==> src/design/mpr_pkg.sv <==
// Package for the masked pixel to RGB888 converter.
// Holds shared widths, register indexes and the structs passed between modules.
// No dependencies.
package mpr_pkg;

    // Fixed field widths.
    localparam int MASK_W    = 32;
    localparam int OUT_W     = 8;
    localparam int SHIFT_W   = 5;
    localparam int ADDR_W    = 4;
    localparam int NUM_CH    = 3;

    // Pipeline shape: capture, mask, align, numerator, then one quotient bit per stage.
    localparam int DIV_STEPS = OUT_W;
    localparam int NSTG      = 4 + DIV_STEPS;

    // Stage numbers of the front of the pipeline.
    localparam int STG_PIX   = 0;
    localparam int STG_MSK   = 1;
    localparam int STG_VAL   = 2;
    localparam int STG_NUM   = 3;
    localparam int STG_DIV   = 4;

    // Register indexes, decoded from paddr[3:2].
    localparam logic [1:0] REG_RED   = 2'd0;
    localparam logic [1:0] REG_GREEN = 2'd1;
    localparam logic [1:0] REG_BLUE  = 2'd2;

    // Per-channel configuration derived from a mask register.
    typedef struct packed {
        logic [MASK_W-1:0]  mask;
        logic [SHIFT_W-1:0] shift;
        logic [MASK_W-1:0]  maximum;
        logic               zero;
    } t_chan_cfg;

    // Stage control shared by all channel datapaths.
    typedef struct packed {
        logic [NSTG-1:0] load;
        logic [NSTG-1:0] vld;
    } t_pipe_ctl;

endpackage

==> src/design/mpr_cfg.sv <==
// Configuration registers of the converter: APB-style access to the three masks
// and the per-channel shift, maximum and zero flag derived from them.
// Depends on mpr_pkg.
module mpr_cfg
    import mpr_pkg::*;
#(
    parameter int PIXEL_BITS = 32
) (
    input  logic              i_clk,
    input  logic              i_rst_n,
    input  logic              psel,
    input  logic              penable,
    input  logic              pwrite,
    input  logic [ADDR_W-1:0] paddr,
    input  logic [MASK_W-1:0] pwdata,
    output logic [MASK_W-1:0] prdata,
    output logic              pready,
    output t_chan_cfg         o_cfg [NUM_CH]
);

    localparam int DW = (PIXEL_BITS < MASK_W) ? PIXEL_BITS : MASK_W;
    localparam logic [MASK_W-1:0] WMASK = {MASK_W{1'b1}} >> (MASK_W - DW);

    logic [MASK_W-1:0] r_mask [NUM_CH];
    logic              w_wr;

    assign pready = 1'b1;
    assign w_wr   = psel && penable && pwrite && pready;

    // Mask registers; writes beyond the register list are dropped.
    always_ff @(posedge i_clk) begin
        if (!i_rst_n) begin
            r_mask[0] <= 32'h00FF_0000;
            r_mask[1] <= 32'h0000_FF00;
            r_mask[2] <= 32'h0000_00FF;
        end else if (w_wr) begin
            case (paddr[3:2])
                REG_RED:   r_mask[0] <= pwdata;
                REG_GREEN: r_mask[1] <= pwdata;
                REG_BLUE:  r_mask[2] <= pwdata;
                default:   ;
            endcase
        end
    end

    // Register read-back.
    always_comb begin
        case (paddr[3:2])
            REG_RED:   prdata = r_mask[0];
            REG_GREEN: prdata = r_mask[1];
            REG_BLUE:  prdata = r_mask[2];
            default:   prdata = '0;
        endcase
    end

    // Shift and zero are registered from the mask; the maximum uses the registered shift.
    for (genvar c = 0; c < NUM_CH; c++) begin : g_ch
        logic [MASK_W-1:0]  w_emask;
        logic [SHIFT_W-1:0] n_shift;
        logic [SHIFT_W-1:0] r_shift;
        logic [MASK_W-1:0]  r_max;
        logic               r_zero;

        assign w_emask = r_mask[c] & WMASK;

        // Position of the lowest set mask bit.
        always_comb begin
            n_shift = '0;
            for (int i = DW - 1; i >= 0; i--) begin
                if (w_emask[i]) begin
                    n_shift = SHIFT_W'(i);
                end
            end
        end

        always_ff @(posedge i_clk) begin
            r_shift <= n_shift;
            r_zero  <= (w_emask == '0);
            r_max   <= MASK_W'(w_emask[DW-1:0] >> r_shift);
        end

        assign o_cfg[c].mask    = w_emask;
        assign o_cfg[c].shift   = r_shift;
        assign o_cfg[c].maximum = r_max;
        assign o_cfg[c].zero    = r_zero;
    end

endmodule

==> src/design/mpr_ctl.sv <==
// Valid pipeline and per-stage load enables for the converter.
// A stage loads when it is empty or the stage after it moves on, so bubbles collapse.
// Depends on mpr_pkg.
module mpr_ctl
    import mpr_pkg::*;
(
    input  logic      i_clk,
    input  logic      i_rst_n,
    input  logic      i_valid,
    output logic      o_ready,
    output logic      o_valid,
    input  logic      i_ready,
    output t_pipe_ctl o_ctl
);

    logic [NSTG-1:0] r_vld;
    logic [NSTG-1:0] n_vld;
    logic [NSTG-1:0] w_load;

    // A stage can load unless it and every stage after it are full and the output stalls.
    always_comb begin
        for (int k = 0; k < NSTG; k++) begin
            w_load[k] = i_ready || ((r_vld | NSTG'((1 << k) - 1)) != {NSTG{1'b1}});
        end
    end

    // Valid bits move with the data.
    always_comb begin
        n_vld = r_vld;
        if (w_load[0]) begin
            n_vld[0] = i_valid;
        end
        for (int k = 1; k < NSTG; k++) begin
            if (w_load[k]) begin
                n_vld[k] = r_vld[k-1];
            end
        end
    end

    always_ff @(posedge i_clk) begin
        if (!i_rst_n) begin
            r_vld <= '0;
        end else begin
            r_vld <= n_vld;
        end
    end

    assign o_ready     = w_load[0];
    assign o_valid     = r_vld[NSTG-1];
    assign o_ctl.load  = w_load;
    assign o_ctl.vld   = r_vld;

`ifndef NO_ASSERTIONS
    // Occupancy changes only by accepted input and output transactions.
    a_occupancy: assert property (@(posedge i_clk) disable iff (!i_rst_n)
        $past(i_rst_n) |->
            ($countones(r_vld) == $past($countones(r_vld))
                + int'($past(i_valid && o_ready)) - int'($past(o_valid && i_ready))))
        else $error("pipeline occupancy does not match transactions");

    // A full pipeline under a stalled output takes no new transaction.
    a_full_stall: assert property (@(posedge i_clk) disable iff (!i_rst_n)
        ((&r_vld) && !i_ready) |-> !o_ready)
        else $error("input accepted while pipeline is full and stalled");
`endif

endmodule

==> src/design/mpr_chan.sv <==
// Datapath of one color channel: mask, align, rounding numerator and an
// eight-stage restoring division by the channel maximum.
// Depends on mpr_pkg; stage enables come from mpr_ctl, configuration from mpr_cfg.
module mpr_chan
    import mpr_pkg::*;
#(
    parameter int PIXEL_BITS = 32
) (
    input  logic              i_clk,
    input  logic              i_rst_n,
    input  logic [MASK_W-1:0] i_pix,
    input  t_chan_cfg         i_cfg,
    input  t_pipe_ctl         i_ctl,
    output logic [OUT_W-1:0]  o_comp
);

    localparam int DW = (PIXEL_BITS < MASK_W) ? PIXEL_BITS : MASK_W;
    localparam int NW = DW + OUT_W;

    logic [DW-1:0]    r_pix;
    logic [DW-1:0]    r_msk;
    logic [DW-1:0]    r_val;
    logic [DW-1:0]    w_max;
    logic [NW-1:0]    n_num;
    logic [NW-1:0]    r_rem [DIV_STEPS+1];
    logic [OUT_W-1:0] r_quo [1:DIV_STEPS];

    assign w_max = i_cfg.maximum[DW-1:0];

    // Capture, mask and align the component.
    always_ff @(posedge i_clk) begin
        if (i_ctl.load[STG_PIX]) begin
            r_pix <= i_pix[DW-1:0];
        end
        if (i_ctl.load[STG_MSK]) begin
            r_msk <= r_pix & i_cfg.mask[DW-1:0];
        end
        if (i_ctl.load[STG_VAL]) begin
            r_val <= r_msk >> i_cfg.shift;
        end
    end

    // Numerator value*255 + maximum/2, formed as value*256 - value + half.
    assign n_num = ({{OUT_W{1'b0}}, r_val} << OUT_W) - {{OUT_W{1'b0}}, r_val}
                 + {{(OUT_W + 1){1'b0}}, w_max[DW-1:1]};

    always_ff @(posedge i_clk) begin
        if (i_ctl.load[STG_NUM]) begin
            r_rem[0] <= n_num;
        end
    end

    // One quotient bit per stage, most significant first.
    for (genvar j = 0; j < DIV_STEPS; j++) begin : g_div
        localparam int BITPOS = DIV_STEPS - 1 - j;
        logic [NW-1:0]    w_div;
        logic [OUT_W-1:0] w_qin;

        assign w_div = {{OUT_W{1'b0}}, w_max} << BITPOS;

        if (j == 0) begin : g_first
            assign w_qin = '0;
        end else begin : g_next
            assign w_qin = r_quo[j];
        end

        always_ff @(posedge i_clk) begin
            if (i_ctl.load[STG_DIV + j]) begin
                if (r_rem[j] >= w_div) begin
                    r_rem[j+1] <= r_rem[j] - w_div;
                    r_quo[j+1] <= {w_qin[OUT_W-2:0], 1'b1};
                end else begin
                    r_rem[j+1] <= r_rem[j];
                    r_quo[j+1] <= {w_qin[OUT_W-2:0], 1'b0};
                end
            end
        end
    end

    // A channel with no mask bits gives zero.
    assign o_comp = i_cfg.zero ? '0 : r_quo[DIV_STEPS];

`ifndef NO_ASSERTIONS
    // The numerator always yields a quotient that fits in eight bits.
    a_num_range: assert property (@(posedge i_clk) disable iff (!i_rst_n)
        (i_ctl.vld[STG_NUM] && !i_cfg.zero) |->
            (r_rem[0] < ({{OUT_W{1'b0}}, w_max} << OUT_W)))
        else $error("numerator exceeds quotient range");

    // After the last step the remainder is below the divisor.
    a_rem_range: assert property (@(posedge i_clk) disable iff (!i_rst_n)
        (i_ctl.vld[NSTG-1] && !i_cfg.zero) |->
            (r_rem[DIV_STEPS] < {{OUT_W{1'b0}}, w_max}))
        else $error("division remainder not reduced");
`endif

endmodule

==> src/design/masked_pixel_to_rgb888.sv <==
// Masked pixel to RGB888 converter.
// One packed pixel word goes in per input transaction on i_valid/o_ready with
// i_pixel_value; one result with 8-bit red, green and blue comes out per output
// transaction on o_valid/i_ready. Each channel mask is set through the APB-style
// port (red at 0x0, green at 0x4, blue at 0x8; pready is always high).
// Each component is (value*255 + maximum/2) / maximum of its masked, aligned bits;
// a zero mask gives 0.
// From input to output a pixel passes capture, mask, align, numerator, then eight
// restoring-division stages that each settle one quotient bit. Throughput is one
// pixel per cycle unless the receiver stalls; every stage has its own valid bit
// and loads whenever it is empty or its successor moves, so bubbles are squeezed
// out. When the receiver stalls the held result stays on the outputs and the
// earlier stages keep filling; o_ready drops only once all 12 stages are full.
// Reset clears every valid bit and loads the masks 0x00FF0000, 0x0000FF00 and
// 0x000000FF. Mask writes are bound on the user: masks are changed only while no
// transaction is in flight, which the block itself does not enforce.
// Depends on mpr_pkg, mpr_cfg, mpr_ctl and mpr_chan.
module masked_pixel_to_rgb888
    import mpr_pkg::*;
#(
    parameter int PIXEL_BITS = 32
) (
    input  logic              i_clk,
    input  logic              i_rst_n,
    input  logic              psel,
    input  logic              penable,
    input  logic              pwrite,
    input  logic [ADDR_W-1:0] paddr,
    input  logic [MASK_W-1:0] pwdata,
    output logic [MASK_W-1:0] prdata,
    output logic              pready,
    input  logic              i_valid,
    output logic              o_ready,
    input  logic [MASK_W-1:0] i_pixel_value,
    output logic              o_valid,
    input  logic              i_ready,
    output logic [OUT_W-1:0]  o_red_out,
    output logic [OUT_W-1:0]  o_green_out,
    output logic [OUT_W-1:0]  o_blue_out
);

    t_chan_cfg        w_cfg [NUM_CH];
    t_pipe_ctl        w_ctl;
    logic [OUT_W-1:0] w_comp [NUM_CH];

    // Mask registers and derived channel settings.
    mpr_cfg #(
        .PIXEL_BITS (PIXEL_BITS)
    ) u_cfg (
        .i_clk   (i_clk),
        .i_rst_n (i_rst_n),
        .psel    (psel),
        .penable (penable),
        .pwrite  (pwrite),
        .paddr   (paddr),
        .pwdata  (pwdata),
        .prdata  (prdata),
        .pready  (pready),
        .o_cfg   (w_cfg)
    );

    // Shared stage control.
    mpr_ctl u_ctl (
        .i_clk   (i_clk),
        .i_rst_n (i_rst_n),
        .i_valid (i_valid),
        .o_ready (o_ready),
        .o_valid (o_valid),
        .i_ready (i_ready),
        .o_ctl   (w_ctl)
    );

    // One datapath per color channel.
    for (genvar c = 0; c < NUM_CH; c++) begin : g_chan
        mpr_chan #(
            .PIXEL_BITS (PIXEL_BITS)
        ) u_chan (
            .i_clk   (i_clk),
            .i_rst_n (i_rst_n),
            .i_pix   (i_pixel_value),
            .i_cfg   (w_cfg[c]),
            .i_ctl   (w_ctl),
            .o_comp  (w_comp[c])
        );
    end

    assign o_red_out   = w_comp[0];
    assign o_green_out = w_comp[1];
    assign o_blue_out  = w_comp[2];

endmodule

==> config.mk <==
export PLATFORM = sky130hd
export DESIGN_NAME = masked_pixel_to_rgb888
export DESIGN_NICKNAME = d
export VERILOG_FILES = /design/src/design/mpr_pkg.sv /design/src/design/mpr_cfg.sv /design/src/design/mpr_ctl.sv /design/src/design/mpr_chan.sv /design/src/design/masked_pixel_to_rgb888.sv
export SDC_FILE = /design/constraint.sdc
export NUM_CORES = 2
export LEC_CHECK = 0
export BUFFER_PORTS_ARGS = -buffer_cell sky130_fd_sc_hd__buf_2
export CAP_MARGIN = 30
export CORE_MARGIN = 1
export CORE_UTILIZATION = 45
export CTS_BUF_LIST = sky130_fd_sc_hd__clkbuf_16
export CTS_CLUSTER_DIAMETER = 100
export DETAILED_ROUTE_END_ITERATION = 6
export GPL_TIMING_DRIVEN = 0
export PLACE_DENSITY = 0.71
export SLEW_MARGIN = 15
export SYNTH_ARGS = -nofsm -noshare
export SYNTH_HDL_FRONTEND = slang
export SYNTH_SLANG_ARGS = --single-unit
==> constraint.sdc <==
create_clock -name i_clk -period 13.8 [get_ports i_clk]
set_input_delay 2.76 -clock i_clk [delete_from_list [all_inputs] [get_ports i_clk]]
set_output_delay 2.76 -clock i_clk [all_outputs]
set_load 0.005 [all_outputs]
==> run summary <==
The flow ran to the end, but the final reports show violations. The checks that failed: design-rule violations. In this run the register-to-register setup slack is 8.08 ns.

The largest family of logic cells by synthesized area is compound AO/OA/AOI/OAI gates. Worst path arrival time: 7.60 ns. Clock skew on the completed layout was measured at 0.0466 ns. Once detail routing completed, the nets flagged for antenna violations numbered 0.

Setup violations remaining at the end of the flow were counted as 0. The logs give 11200 for the post-synthesis cell count and 0.85 ns for the clock latency on the worst-skew pair. With fillers left out, the area of the finished cells amounts to 0.119 mm2. Among all flip-flop cells after synthesis, the most frequent one is sky130_fd_sc_hd__edfxtp_1.

In the routed design, unresolved DRC markers number 6. Dividing the detail-routed via count by the number of cells gives 5.80. At the pin with the least slew margin, the transition time is 1.04 ns. TritonCTS built the clock tree. The clock-pin slew on the worst setup and hold paths was 0.06 ns. Setup repair after global routing left no endpoint under its margin.

The fraction of the mapped netlist area in adder cells was 12.2%; the number of instances on the worst hold path was 0. Across every metal layer, demand over resource in global routing totals 23.9%. The start point of the worst min-delay path is g_chan[0].u_chan.r_quo[0][16]$_DFFE_PP_. Counting flops and latches in the post-synthesis netlist gives 1514. Of the synthesized area, sequential elements account for 40.7%.

For this configuration, the core starts out at a cell density of 45.2%. After Yosys synthesis, and, or, nand and nor cells account for 13.9% of the synthesized area. The tools report the count of standard-cell rows as 180. Total number of yosys warnings: 0. Counting distinct cell types in the post-synthesis netlist gives 106.

The tools report the number of antenna violations at the first check in global routing as 8. The number of global-route vias before repair is 82800. The portion of synthesized area spent on multiplexers is 4.41%.

Cells with a size suffix above 1 make up 6.23% of the layout. Reg-to-reg startpoint: u_cfg.g_ch[2].r_max[1]$_DFF_P_. Summing all multi-input logic gate instances after layout gives 0.0607 mm2. The worst-case clock buffer depth is 3, and the cell count of the worst reg-to-reg path is 14.

The port buffer count is 128, and the final number of max-transition violations is 0. In this run the number of H-tree levels came out at 4. Registers take 0.0442 mm2.

The die is 494 um wide. After detailed routing, the average wire length per cell comes to 20.0 um. The worst pin sits at a relative slew slack of 30.9%. The synthesized netlist devotes 19.4% of its cell area to compound gates.

The mean instance size in the synthesized netlist was 9.68 um2; the detailed-route via count was 86200. The hold path endpoint was g_chan[0].u_chan.r_quo[0][25]$_DFFE_PP_. After the first detailed-routing iteration, the DRC count stood at 7267. The count of flip-flops with a built-in enable after synthesis is 1388. The power per cell area came out at 250 mW/mm2.

Fraction of registers with async set/reset: 0%. The run gives 298000 um as the total wire length. When the netlist entered floorplanning its net count stood at 12300. The number of hold violations in the final report is 0.

The relative area change from synthesis to final layout is 9.75%, and the part of the cycle the worst path needs is 75.1%. Across the VDD grid, the largest voltage drop is 0.151 mV. In this run the worst path has a maximum fanout of 48. For the first-pass iteration count of the detailed router, the log shows 7. Routability-driven placement finished with a final weighted congestion of 0.970.

By startpoint and endpoint, the worst setup path is classified as input pin to primary output. The total power was 0.0298 W; the number of I/O pins was 134. After synthesis the cells add up to 0.109 mm2. Fill cells in the final layout number 22000. The run gives 0 as the final global-route overflow total. STA classifies the critical path endpoint as a primary output. The worst register-to-register path ends at g_chan[2].u_chan.r_rem[5][3]$_DFFE_PP_.

Summing all placed instances gives a cell area of 0.114 mm2. The run gives 0.244 mm2 as the area of the die. The logs give 0 for the post-CTS setup buffer count and 1514 for the number of sinks handled by clock tree synthesis. The post-route minimum period is 10.36 ns, and the final HPWL from detailed placement is 239000 um. The net count of the finished layout is 12600. The number of clock buffers added by TritonCTS is 159. Based on the critical path, the design can be clocked at up to 96.5 MHz.

Leakage power total: 48.7 nW. The logs give 0 for the number of max-cap violations and 11.04 ns for the data required time of the worst path. Global-route wire length before repair: 460000 um. Post-CTS repair changed the size of 0 cells. Number of buffers inserted by hold repair at cts: 0. The root buffer cell chosen for the clock tree is sky130_fd_sc_hd__clkbuf_16. Entering global routing, the biggest net connects 98 pins. Summing the areas of all xor and xnor instances in the mapped netlist gives 5.90% of the synthesized area. In this run the worst hold path is classified as flop to flop.

Kind of start point of the critical path: an input pin. The core region is 0.240 mm2. The height of the die is 494 um.
-- cell families after synthesis --
| group | after synthesis |
|---|---|
| AOI/OAI and AO/OA | 3379 |
| and+or+nand+nor | 3194 |
| DFF | 1514 |
| buffers and inverters | 1007 |
| adders and majority gates | 1002 |
| xor gates and xnor gates | 732 |
| muxes | 399 |
| other | 1 |
-- stage by stage --
stage | worst slack, ns | setup TNS (ns) | hold slack, ns | std cells | utilization (%)
final | 3.44 | 0 | 0.414 | 14900 | 49.7
after global routing | 3.14 | 0 | 0.420 | 14900 | 49.7
after CTS | 3.24 | 0 | 0.412 | 14900 | 49.6
after detailed placement | 3.26 | 0 | 0.405 | 14600 | 47.4
after global placement | -2.54 | -90.28 | 0.401 | 14500 | 47.2
after floorplan | 3.03 | 0 | 0.400 | 11200 | -
-- report_power, final --
group	switching [W]	internal (W)
clock network	0.00190	0.00249
logic	0.00923	0.00705
registers	0.00120	0.00797
total	0.0123	0.0175
-- synth_stat cells, types with 50 or more instances --
cell,instances,area (um2)
sky130_fd_sc_hd__nor2b_1,162,1010
sky130_fd_sc_hd__nand3_1,172,861
sky130_fd_sc_hd__nand2_1,1178,4420
sky130_fd_sc_hd__and2_1,172,1080
sky130_fd_sc_hd__or3_1,90,563
sky130_fd_sc_hd__a21o_1,434,3260
sky130_fd_sc_hd__o31ai_1,87,653
sky130_fd_sc_hd__a21oi_1,876,4380
sky130_fd_sc_hd__clkbuf_1,279,1050
sky130_fd_sc_hd__and3_1,78,488
sky130_fd_sc_hd__nand4_1,118,738
sky130_fd_sc_hd__fa_1,93,1860
sky130_fd_sc_hd__o21a_1,141,1060
sky130_fd_sc_hd__mux2i_1,209,2090
sky130_fd_sc_hd__nand2b_1,149,932
sky130_fd_sc_hd__edfxtp_1,1388,41700
sky130_fd_sc_hd__nor3_1,162,811
sky130_fd_sc_hd__a31oi_1,79,494
sky130_fd_sc_hd__dfxtp_1,126,2520
sky130_fd_sc_hd__nor4_1,71,444
sky130_fd_sc_hd__o211ai_1,83,623
sky130_fd_sc_hd__o22ai_1,50,313
sky130_fd_sc_hd__inv_1,634,2380
sky130_fd_sc_hd__nor2_1,686,2570
sky130_fd_sc_hd__xor2_1,339,2970
sky130_fd_sc_hd__ha_1,909,11400
sky130_fd_sc_hd__o21bai_1,101,758
sky130_fd_sc_hd__a211oi_1,109,818
sky130_fd_sc_hd__mux2_2,137,1540
sky130_fd_sc_hd__xnor2_1,393,3440
sky130_fd_sc_hd__o21ai_0,1024,5120
-- layer usage --
layer  routed length (um)  vias to the layer above  global-route usage [%]
met5                   10                        -                       0
met4                14100                        2                    10.9
met3                18700                      656                    3.13
met2               134000                     3113                    38.8
met1               131000                    40300                    31.9
li1                     -                    42100                       -
-- placed cells by master, fill, tap and decap left out, drive strengths merged, types with 28 or more instances in the layout --
cell | netlist | layout
nor3 | 162 | 162
nand4 | 118 | 118
and3 | 78 | 78
a21oi | 881 | 881
mux2 | 142 | 142
nand3 | 172 | 172
dfxtp | 126 | 126
o31ai | 89 | 89
o31a | 28 | 28
nor2b | 163 | 163
edfxtp | 1388 | 1388
nor4 | 71 | 71
o22ai | 50 | 50
buf | 87 | 234
a211o | 36 | 36
a2111oi | 44 | 44
a211oi | 114 | 114
o21a | 141 | 141
xnor2 | 393 | 393
a21boi | 32 | 32
clkinv | 3 | 66
mux4 | 48 | 48
clkbuf | 279 | 443
xor2 | 339 | 339
a31oi | 82 | 82
nand2 | 1178 | 1178
mux2i | 209 | 209
inv | 638 | 679
nand2b | 149 | 149
fa | 93 | 93
ha | 909 | 909
and2 | 172 | 172
or3 | 90 | 90
or2 | 35 | 35
o211ai | 84 | 84
nor2 | 687 | 687
o21ai | 1048 | 1048
a21o | 434 | 434
o21bai | 101 | 101
-- worst max-delay path, stage by stage --
cell,delay [ns]
sky130_fd_sc_hd__buf_2,0.11
sky130_fd_sc_hd__nor2b_4,0.48
sky130_fd_sc_hd__and2_1,0.21
sky130_fd_sc_hd__clkbuf_1,0.29
sky130_fd_sc_hd__and3_1,0.38
sky130_fd_sc_hd__and3_1,0.72
sky130_fd_sc_hd__and3_1,0.25
sky130_fd_sc_hd__buf_2,0.48
sky130_fd_sc_hd__nand3_4,0.63
sky130_fd_sc_hd__nor2_1,0.58
sky130_fd_sc_hd__nand2_2,0.27
sky130_fd_sc_hd__buf_12,0.24
sky130_fd_sc_hd__buf_2,0.15
-- registers in the layout, indices dropped and copies added, names as in the netlist --
register,flops
u_ctl.r_vld,12
g_chan.u_chan.r_msk,96
u_cfg.g_ch.r_zero,3
g_chan.u_chan.r_pix,32
u_cfg.g_ch.r_shift,15
g_chan.u_chan.r_rem,960
g_chan.u_chan.r_quo,108
u_cfg.g_ch.r_max,96
u_cfg.r_mask,96
g_chan.u_chan.r_val,96
-- how the worst max path moves through the flow --
stage | from | cells after the start | slack [ns] | endpoint
after detailed placement | i_ready | 13 | 3.26 | o_ready
after global routing | i_ready | 13 | 3.14 | o_ready
after global placement | i_ready | 12 | -2.54 | o_ready
after floorplan | i_ready | 10 | 3.03 | o_ready
after CTS | i_ready | 13 | 3.24 | o_ready
final | i_ready | 13 | 3.44 | o_ready
-- layout make-up --
type / instances / area share [%]
clock inverters: 131 / 1.11
clock buffers: 164 / 3.44
plain buffers: 366 / 1.22
flip-flops and latches: 1514 / 37.0
multi-input cells: 8707 / 50.9
well taps: 3185 / 3.34
inverters: 641 / 2.05
repair buffers: 147 / 0.899
diodes: 6 / 0.0126
Power figures use the tool's default switching activity.
